### config.mk
export PLATFORM = sky130hd
export DESIGN_NAME = text_pattern_scrubber
export DESIGN_NICKNAME = d
export VERILOG_FILES = /design/src/hw/rtl/tps_pkg.sv /design/src/hw/rtl/tps_cell.sv /design/src/hw/rtl/tps_decide.sv /design/src/hw/rtl/text_pattern_scrubber.sv
export SDC_FILE = /design/constraint.sdc
export NUM_CORES = 1
export LEC_CHECK = 0
export BUFFER_PORTS_ARGS = -buffer_cell sky130_fd_sc_hd__buf_4
export CAP_MARGIN = 20
export CORE_UTILIZATION = 55
export CTS_BUF_LIST = sky130_fd_sc_hd__clkbuf_8
export DETAILED_ROUTE_END_ITERATION = 8
export HOLD_SLACK_MARGIN = 0.02
export PLACE_DENSITY = 0.72
export SLEW_MARGIN = 20
export SYNTH_ARGS = -nofsm -noshare
export SYNTH_HDL_FRONTEND = slang
export SYNTH_SLANG_ARGS = --single-unit
### constraint.sdc
create_clock -name clock -period 7.1 [get_ports clock]
set_input_delay 1.065 -clock clock [delete_from_list [all_inputs] [get_ports clock]]
set_output_delay 1.065 -clock clock [all_outputs]
set_load 0.02 [all_outputs]
### src/hw/rtl/tps_pkg.sv
// Shared constants, types and helper functions for the text pattern scrubber.
package tps_pkg;

   localparam int WinDepth  = 8;
   localparam int CharSlots = 8;
   localparam int FillW     = $clog2(WinDepth + 1);
   localparam int DiscW     = $clog2(WinDepth);
   localparam int LenW      = 4;
   localparam int CsrIdxW   = 3;
   localparam int CsrDataW  = 64;

   typedef enum logic [CsrIdxW-1:0] {
      REG_UNWANTED_CHARS  = 3'd0,
      REG_CHAR_COUNT      = 3'd1,
      REG_STRING_ZERO     = 3'd2,
      REG_STRING_ONE      = 3'd3,
      REG_CONTAINER_HEAD  = 3'd4,
      REG_CONTAINER_TAIL  = 3'd5,
      REG_PATTERN_LENGTHS = 3'd6
   } csr_reg_type;

   typedef struct packed {
      logic write_en;
      logic shift_en;
   } cell_ctrl_type;

   typedef struct packed {
      logic [7:0] str0;
      logic [7:0] str1;
      logic [7:0] head;
      logic [7:0] tail;
   } pat_bytes_type;

   typedef struct packed {
      logic str0;
      logic str1;
      logic head;
      logic tail;
   } cell_eq_type;

   typedef struct packed {
      logic             kept;
      logic             in_cont;
      logic [DiscW-1:0] discard;
   } decide_type;

   // Lengths beyond the window depth compare only the bytes the window holds.
   function automatic logic [FillW-1:0] clamp_len(input logic [LenW-1:0] raw);
      if (raw > LenW'(WinDepth)) begin
         return FillW'(WinDepth);
      end else begin
         return FillW'(raw);
      end
   endfunction

endpackage

### src/hw/rtl/tps_cell.sv
// One window cell: holds a byte, compares it against its pattern bytes, shifts left.
module tps_cell import tps_pkg::*; (
   input  logic          clock,
   input  cell_ctrl_type ctrl,
   input  logic [7:0]    new_byte,
   input  logic [7:0]    neighbor_byte,
   input  pat_bytes_type pat,
   output logic [7:0]    eff_byte,
   output cell_eq_type   eq
);

   logic [7:0] data_ff;
   logic [7:0] data_in;

   // A byte written into this slot is visible to the compares in the same cycle.
   assign eff_byte = ctrl.write_en ? new_byte : data_ff;

   always_comb begin
      data_in = ctrl.shift_en ? neighbor_byte : eff_byte;
   end

   always_ff @(posedge clock) begin
      data_ff <= data_in;
   end

   assign eq.str0 = (eff_byte == pat.str0);
   assign eq.str1 = (eff_byte == pat.str1);
   assign eq.head = (eff_byte == pat.head);
   assign eq.tail = (eff_byte == pat.tail);

endmodule

### src/hw/rtl/tps_decide.sv
// Priority decision on the front byte of the window and the next drop state.
module tps_decide import tps_pkg::*; (
   input  cell_eq_type          eq [WinDepth],
   input  logic [7:0]           front_byte,
   input  logic [FillW-1:0]     count,
   input  logic                 in_cont,
   input  logic [DiscW-1:0]     discard,
   input  logic [LenW*4-1:0]    lengths,
   input  logic [CharSlots*8-1:0] chars,
   input  logic [LenW-1:0]      char_count,
   output decide_type           result
);

   logic [FillW-1:0]    l0, l1, lh, lt;
   logic [WinDepth-1:0] eq0, eq1, eqh, eqt;
   logic                m0, m1, mh, mt;
   logic                cont_on;
   logic                listed;
   logic [LenW-1:0]     n_chars;

   function automatic logic pat_match(input logic [WinDepth-1:0] eqv,
                                      input logic [FillW-1:0] len,
                                      input logic [FillW-1:0] cnt);
      logic ok;
      ok = (len != '0) && (len <= cnt);
      for (int k = 0; k < WinDepth; k++) begin
         if ((FillW'(k) < len) && !eqv[k]) begin
            ok = 1'b0;
         end
      end
      return ok;
   endfunction

   always_comb begin
      for (int k = 0; k < WinDepth; k++) begin
         eq0[k] = eq[k].str0;
         eq1[k] = eq[k].str1;
         eqh[k] = eq[k].head;
         eqt[k] = eq[k].tail;
      end
   end

   assign l0 = clamp_len(lengths[LenW-1:0]);
   assign l1 = clamp_len(lengths[2*LenW-1:LenW]);
   assign lh = clamp_len(lengths[3*LenW-1:2*LenW]);
   assign lt = clamp_len(lengths[4*LenW-1:3*LenW]);

   assign m0 = pat_match(eq0, l0, count);
   assign m1 = pat_match(eq1, l1, count);
   assign mh = pat_match(eqh, lh, count);
   assign mt = pat_match(eqt, lt, count);

   // A container needs both its head and its tail enabled.
   assign cont_on = (lh != '0) && (lt != '0);

   assign n_chars = (char_count > LenW'(CharSlots)) ? LenW'(CharSlots) : char_count;

   always_comb begin
      listed = 1'b0;
      for (int c = 0; c < CharSlots; c++) begin
         if ((LenW'(c) < n_chars) && (chars[8*c +: 8] == front_byte)) begin
            listed = 1'b1;
         end
      end
   end

   always_comb begin
      result.kept    = 1'b0;
      result.in_cont = in_cont;
      result.discard = discard;
      if (discard != '0) begin
         result.discard = discard - DiscW'(1);
      end else if (in_cont) begin
         if (cont_on && mt) begin
            result.in_cont = 1'b0;
            result.discard = DiscW'(lt - FillW'(1));
         end
      end else if (cont_on && mh) begin
         result.in_cont = 1'b1;
         result.discard = DiscW'(lh - FillW'(1));
      end else if (m0) begin
         result.discard = DiscW'(l0 - FillW'(1));
      end else if (m1) begin
         result.discard = DiscW'(l1 - FillW'(1));
      end else if (!listed) begin
         result.kept = 1'b1;
      end
   end

endmodule

### src/hw/rtl/text_pattern_scrubber.sv
// Top level of the text pattern scrubber: configuration, window cell chain and result register.
//
// The scrubber removes unwanted material from a byte stream. Each request on the req_
// channel carries one byte and a flag that marks the final byte of the stream. Surviving
// bytes leave on the rsp_ channel in order; each response carries a byte, a flag that says
// whether the byte is real, and an end flag on the last response of a stream.
// Bytes pass through an eight-byte lookahead window built as a chain of cells. Once the
// window is full, each further request but the final one decides the oldest byte in the
// cycle it is accepted, so a kept byte it pushes out appears on rsp_ in the next cycle.
// While the receiver keeps up, one request is accepted every cycle.
// The request that carries the final byte starts a flush: the window drains one byte per
// cycle while the receiver keeps up, then the end response follows, and no request is
// accepted during the flush. A stream that keeps nothing still gets one end response
// with no byte. The flush clears the window and the drop state as a reset does, but
// keeps configuration.
// When the receiver stalls, the result register holds its response and the window stops
// with it; req_ready falls in the same cycle. The synchronous reset clears the window, the
// drop state, all configuration registers and the response valid. The user must write
// configuration through csr_ only while idle; the block itself does not enforce this.
module text_pattern_scrubber import tps_pkg::*; (
   input  logic                clock,
   input  logic                reset,
   input  logic                req_valid,
   output logic                req_ready,
   input  logic [7:0]          req_in_byte,
   input  logic                req_last_byte,
   output logic                rsp_valid,
   input  logic                rsp_ready,
   output logic [7:0]          rsp_out_byte,
   output logic                rsp_has_byte,
   output logic                rsp_is_end,
   input  logic                csr_write_en,
   input  logic [CsrIdxW-1:0]  csr_index,
   input  logic [CsrDataW-1:0] csr_data
);

   // Configuration registers.
   logic [CharSlots*8-1:0] chars_ff;
   logic [LenW-1:0]        char_count_ff;
   logic [WinDepth*8-1:0]  str0_ff, str1_ff, head_ff, tail_ff;
   logic [LenW*4-1:0]      lengths_ff;

   // Stream control state.
   logic [FillW-1:0] fill_ff, fill_in;
   logic             flush_ff, flush_in;
   logic             inside_ff, inside_in;
   logic [DiscW-1:0] disc_ff, disc_in;

   // Flush results are held back by one so the end flag lands on the last kept byte.
   logic       pend_valid_ff, pend_valid_in;
   logic [7:0] pend_byte_ff, pend_byte_in;

   // Result register.
   logic       rsp_valid_ff, rsp_valid_in;
   logic [7:0] rsp_byte_ff, rsp_byte_in;
   logic       rsp_has_ff, rsp_has_in;
   logic       rsp_end_ff, rsp_end_in;

   logic             advance;
   logic             accept;
   logic             full_step;
   logic             flush_step;
   logic             flush_end;
   logic             decide_fire;
   logic [FillW-1:0] count;

   cell_ctrl_type ctrl [WinDepth];
   logic [7:0]    eff_bytes [WinDepth];
   cell_eq_type   eqs [WinDepth];
   decide_type    dec;

   always_ff @(posedge clock) begin
      if (reset) begin
         chars_ff      <= '0;
         char_count_ff <= '0;
         str0_ff       <= '0;
         str1_ff       <= '0;
         head_ff       <= '0;
         tail_ff       <= '0;
         lengths_ff    <= '0;
      end else if (csr_write_en) begin
         case (csr_reg_type'(csr_index))
            REG_UNWANTED_CHARS:  chars_ff      <= csr_data[CharSlots*8-1:0];
            REG_CHAR_COUNT:      char_count_ff <= csr_data[LenW-1:0];
            REG_STRING_ZERO:     str0_ff       <= csr_data[WinDepth*8-1:0];
            REG_STRING_ONE:      str1_ff       <= csr_data[WinDepth*8-1:0];
            REG_CONTAINER_HEAD:  head_ff       <= csr_data[WinDepth*8-1:0];
            REG_CONTAINER_TAIL:  tail_ff       <= csr_data[WinDepth*8-1:0];
            REG_PATTERN_LENGTHS: lengths_ff    <= csr_data[LenW*4-1:0];
            default: begin
            end
         endcase
      end
   end

   // The window and the stream state move only when the result register is free or being emptied.
   assign advance   = !rsp_valid_ff || rsp_ready;
   assign req_ready = advance && !flush_ff;
   assign accept    = req_valid && req_ready;

   // A request that fills the window, unless it carries the final byte, decides the oldest byte in the same cycle.
   assign full_step   = accept && !req_last_byte && (fill_ff == FillW'(WinDepth - 1));
   assign flush_step  = flush_ff && advance && (fill_ff != '0);
   assign flush_end   = flush_ff && advance && (fill_ff == '0);
   assign decide_fire = full_step || flush_step;
   assign count       = full_step ? FillW'(WinDepth) : fill_ff;

   for (genvar i = 0; i < WinDepth; i++) begin : g_cell
      logic [7:0]    neighbor;
      pat_bytes_type pat;

      if (i == WinDepth - 1) begin : g_end
         assign neighbor = '0;
      end else begin : g_mid
         assign neighbor = eff_bytes[i+1];
      end

      assign ctrl[i].write_en = accept && (fill_ff == FillW'(i));
      assign ctrl[i].shift_en = decide_fire;
      assign pat.str0 = str0_ff[8*i +: 8];
      assign pat.str1 = str1_ff[8*i +: 8];
      assign pat.head = head_ff[8*i +: 8];
      assign pat.tail = tail_ff[8*i +: 8];

      tps_cell u_cell (
         .clock         (clock),
         .ctrl          (ctrl[i]),
         .new_byte      (req_in_byte),
         .neighbor_byte (neighbor),
         .pat           (pat),
         .eff_byte      (eff_bytes[i]),
         .eq            (eqs[i])
      );
   end

   tps_decide u_decide (
      .eq         (eqs),
      .front_byte (eff_bytes[0]),
      .count      (count),
      .in_cont    (inside_ff),
      .discard    (disc_ff),
      .lengths    (lengths_ff),
      .chars      (chars_ff),
      .char_count (char_count_ff),
      .result     (dec)
   );

   always_comb begin
      fill_in       = fill_ff;
      flush_in      = flush_ff;
      inside_in     = inside_ff;
      disc_in       = disc_ff;
      pend_valid_in = pend_valid_ff;
      pend_byte_in  = pend_byte_ff;
      rsp_valid_in  = advance ? 1'b0 : rsp_valid_ff;
      rsp_byte_in   = rsp_byte_ff;
      rsp_has_in    = rsp_has_ff;
      rsp_end_in    = rsp_end_ff;

      if (accept && !full_step) begin
         fill_in = fill_ff + FillW'(1);
      end
      if (accept && req_last_byte) begin
         flush_in = 1'b1;
      end

      if (decide_fire) begin
         inside_in = dec.in_cont;
         disc_in   = dec.discard;
      end

      if (full_step && dec.kept) begin
         rsp_valid_in = 1'b1;
         rsp_byte_in  = eff_bytes[0];
         rsp_has_in   = 1'b1;
         rsp_end_in   = 1'b0;
      end

      if (flush_step) begin
         fill_in = fill_ff - FillW'(1);
         if (dec.kept) begin
            // The previously kept byte is now known not to be the last one.
            if (pend_valid_ff) begin
               rsp_valid_in = 1'b1;
               rsp_byte_in  = pend_byte_ff;
               rsp_has_in   = 1'b1;
               rsp_end_in   = 1'b0;
            end
            pend_valid_in = 1'b1;
            pend_byte_in  = eff_bytes[0];
         end
      end

      if (flush_end) begin
         rsp_valid_in  = 1'b1;
         rsp_byte_in   = pend_valid_ff ? pend_byte_ff : 8'h00;
         rsp_has_in    = pend_valid_ff;
         rsp_end_in    = 1'b1;
         pend_valid_in = 1'b0;
         flush_in      = 1'b0;
         fill_in       = '0;
         inside_in     = 1'b0;
         disc_in       = '0;
      end
   end

   always_ff @(posedge clock) begin
      if (reset) begin
         fill_ff       <= '0;
         flush_ff      <= 1'b0;
         inside_ff     <= 1'b0;
         disc_ff       <= '0;
         pend_valid_ff <= 1'b0;
         rsp_valid_ff  <= 1'b0;
      end else begin
         fill_ff       <= fill_in;
         flush_ff      <= flush_in;
         inside_ff     <= inside_in;
         disc_ff       <= disc_in;
         pend_valid_ff <= pend_valid_in;
         rsp_valid_ff  <= rsp_valid_in;
      end
   end

   always_ff @(posedge clock) begin
      pend_byte_ff <= pend_byte_in;
      rsp_byte_ff  <= rsp_byte_in;
      rsp_has_ff   <= rsp_has_in;
      rsp_end_ff   <= rsp_end_in;
   end

   assign rsp_valid    = rsp_valid_ff;
   assign rsp_out_byte = rsp_byte_ff;
   assign rsp_has_byte = rsp_has_ff;
   assign rsp_is_end   = rsp_end_ff;

`ifndef NO_ASSERTIONS
   // Outside a flush the window never holds a full set of undecided bytes.
   assert property (@(posedge clock) disable iff (reset)
      !flush_ff |-> (fill_ff < FillW'(WinDepth)))
      else $error("window overfilled outside a flush");

   // A held-back flush byte exists only while a flush is running.
   assert property (@(posedge clock) disable iff (reset)
      pend_valid_ff |-> flush_ff)
      else $error("pending byte outside a flush");

   // The end of a flush leaves the stream state cleared.
   assert property (@(posedge clock) disable iff (reset)
      flush_end |=> (!inside_ff && (disc_ff == '0) && (fill_ff == '0) && !flush_ff))
      else $error("stream state not cleared after flush");

   // Only the end response may come without a byte.
   assert property (@(posedge clock) disable iff (reset)
      (rsp_valid_ff && !rsp_end_ff) |-> rsp_has_ff)
      else $error("empty response that is not the end of a stream");
`endif

endmodule
==> flow_summary.yaml <==
floorplanning:
  start_util_pct: 56.2
  die_w_um: 213
  die_height_um: 213
  top_level_ports: 93
  core-area_um2: 43500
  die_area_um2: 45300
  rows: 76
clocking:
  cts_max_level: 3
  cts_buffer_depth: 3
  cts-root-buf: "clkbuf_8"
  cts.clk_slew.worst_paths_ns: 0.06
  clock-sinks: 433
  cts-hold-fix-buffers: 0
  cts_setup_buffers: 0
  clk_latency_ns: 0.69
  cts.repair.resized: 0
  cts_tree: "done"
  cts_made_buffers: 74
grt:
  antenna_found_initial: 2
  grt_max_degree: 129
  grtUsageTotal_pct: 43.2
  grt_pass1_vias: 23255
  overflow: 0
  grt_pass1_wl_um: 146000
synth:
  syn_nets: 3316
  synth_edf_count: 8
  ys.flop_type: "dfxtp_1"
  synth_area_um2: 24400
  ys_types: 93
  yosys_warnings: 0
  async_reset_ff_share_pct: 0
  yosysSeqAreaShare_pct: 35.8
  syn_inst: 3212
  synth_seq_cells: 433
  syn_area_per_cell_um2: 7.61
layout:
  nFillCells: 3968
  area_growth_pct: 10.1
  final_cell_mix: "734 x nand2_1, 425 x dfxtp_1, 397 x a21oi_1, 180 x xor2_1, 160 x xnor2_1"
  multi_input_comb_area_um2: 14400
  fin_util_pct: 61.9
  instances_no_fill: 3841
  seq_area_um2: 8750
  final_nets: 3305
  final_common_cell: "nand2_1"
  drive_gt1_share_pct: 9.22
min_path:
  min-delay-start: "str0_ff[17]$_SDFFE_PP0P_"
  hold_class: "reg2reg"
drt:
  vias: 24925
  wl_um: 98800
  ant_nets: 0
  drc: 0
  wl_per_cell_um: 25.7
  drt_iter0_markers: 3158
  first_pass_iters: 9
  viasPerCell: 6.49
worst_setup_path:
  cp_cell_sequence: "inv_1 -> ha_1 -> or3b_4 -> or3_1 -> buf_4 -> nor4_1 -> a21oi_1 -> a211o_1 -> nor4_2 -> nand4_1 -> a311o_1 -> and3_1 -> a31o_4 -> o32ai_1"
  arrival_ns: 6.20
  critPathLaunch: "fill_ff[1]$_SDFFE_PP0P_"
  worst-path-max-fanout: 16
  cpPeakStageDelay_ns: 0.73
  critPathSlowestCell: "nor4_2"
  r2r_setup_slack_ns: 1.47
  start_kind: "flop"
  r2r-end: "rsp_out_byte[2]$_DFF_P_"
  cp-endpoint: "rsp_out_byte[2]$_DFF_P_"
  reg2regPathDepth: 14
  endpoint_kind: "flop"
  r2r_start: "fill_ff[1]$_SDFFE_PP0P_"
  timing_worst_setup_path_type: "reg2reg"
  crit_required_ns: 7.67
sta:
  clock_skew_ns: 0.0296
  hold_ws_ns: 0.464
  setup_violations: 0
  fin_crit_sh_pct: 79.3
  relSlewSlack_pct: 19.9
  drv_slew: 0
  worst-slew-pin-transition_ns: 1.17
  setup-tns-final_ns: 0
  fin_crit_ns: 5.63
  rsz0062_at_grt: "no"
  hold_viol: 0
  timing.fmax_mhz: 178
placement:
  place_congestion: 1.06
  io_buffers: 92
  dp_hpwl_um: 67000
  placed_cells: 3710
pwr:
  power_density_nw_per_um2: 290
  p_leak_nw: 9.94
  ir_drop_mv: 0.241
outcome:
  status: "completed"
flow_run:
  maxCapViolations: 0
## metrics by stage
step	worst slack, ns	power [mW]	area [µm²]
2_1_floorplan	1.85	4.56	24400
3_3_place_gp	1.35	5.35	25400
3_5_place_dp	1.26	5.39	25400
4_1_cts	1.66	7.72	26900
5_1_grt	1.32	8.08	26900
6_report	1.47	7.81	26900
## how the worst min path moves through the flow
stage / endpoint / depth (start not counted)
3_3_place_gp: str0_ff[59]$_SDFFE_PP0P_ / 2
3_5_place_dp: str0_ff[17]$_SDFFE_PP0P_ / 2
5_1_grt: str0_ff[17]$_SDFFE_PP0P_ / 2
4_1_cts: str0_ff[17]$_SDFFE_PP0P_ / 2
2_1_floorplan: rsp_out_byte[4]$_DFF_P_ / 1
6_report: str0_ff[17]$_SDFFE_PP0P_ / 2
## Yosys cell counts (8+ instances only)
cell         n  share of area [%]
nor4_1      54                1.4
a22oi_1     10               0.31
o211ai_1     8               0.25
a221oi_1    22               0.79
a211oi_1    10               0.31
a2bb2oi_1    8               0.29
o2111ai_1   15               0.54
nand3_1     42               0.86
edfxtp_1     8               0.98
o32ai_1     12               0.43
or3_1       10               0.26
nor3_1      47               0.96
xnor2_1    160                5.7
buf_6        9               0.41
o21ai_0     53                1.1
nand2_1    737                 11
nand2b_1    40                1.0
mux2i_1     60                2.5
o22ai_1     78                2.0
dfxtp_1    425                 35
buf_1       22               0.34
a21oi_1    397                8.1
inv_1      114                1.8
buf_2       24               0.49
nand4_1     52                1.3
a31oi_1     22               0.56
ha_1        23                1.2
clkbuf_1   178                2.7
a2111oi_0   12               0.43
and3_1      12               0.31
nor2b_1     45                1.2
a222oi_1    13               0.53
xor2_1     180                6.5
o31ai_1     11               0.34
nor2_1     139                2.1
o221ai_1    22               0.79
## per-layer routing
layer,vias up,GRT usage (%),part of all wire [%],wire length (µm)
met1,11906,58.0,41,40200
met2,1600,65.3,43,42100
met4,0,19.8,4.8,4790
met5,-,0,0,0
met3,331,10.4,12,11700
li1,11088,-,-,-
## logic make-up after synthesis
logic type / synth area share [%]
xor+xnor: 12.2
simple gates: 22.5
buf+inv: 5.77
mux: 2.78
fa+ha+maj: 1.18
flops: 35.8
compound gates: 19.8
## flip-flops by register name, summed over array words and instances (netlist names)
register / flops
rsp_out_byte: 8
rsp_is_end: 1
char_count_ff: 4
chars_ff: 64
g_cell.u_cell.data_ff: 64
lengths_ff: 16
str1_ff: 64
inside_ff: 1
flush_ff: 1
str0_ff: 64
tail_ff: 64
pend_valid_ff: 1
head_ff: 64
pend_byte_ff: 8
fill_ff: 4
disc_ff: 3
rsp_valid: 1
rsp_has_byte: 1
## cell type report
cell class                 count  share of cell area, %
inverter                     117                   1.63
timing repair buffer         146                   4.10
clock inverter                31                  0.632
antenna                        1                0.00930
clock buffer                  99                   5.06
multi-input combinational   2429                   53.3
tap                          585                   2.72
sequential                   433                   32.5
## worst max-delay path, delay by kind of cell, from the launching register on
| family | cells | cell delay (ns) |
|---|---|---|
| AOI/OAI and AO/OA | 5 | 1.49 |
| adders and majority gates | 1 | 0.24 |
| buffers and inverters | 2 | 0.47 |
| DFF | 1 | 0.40 |
| and+or+nand+nor | 6 | 2.92 |
## where the power goes
part,switching [mW],internal (mW),total [mW]
clock,1.08,1.28,2.36
sequential,0.541,2.67,3.21
combinational,1.35,0.887,2.24
No activity file was read; power rests on OpenSTA's default activity.
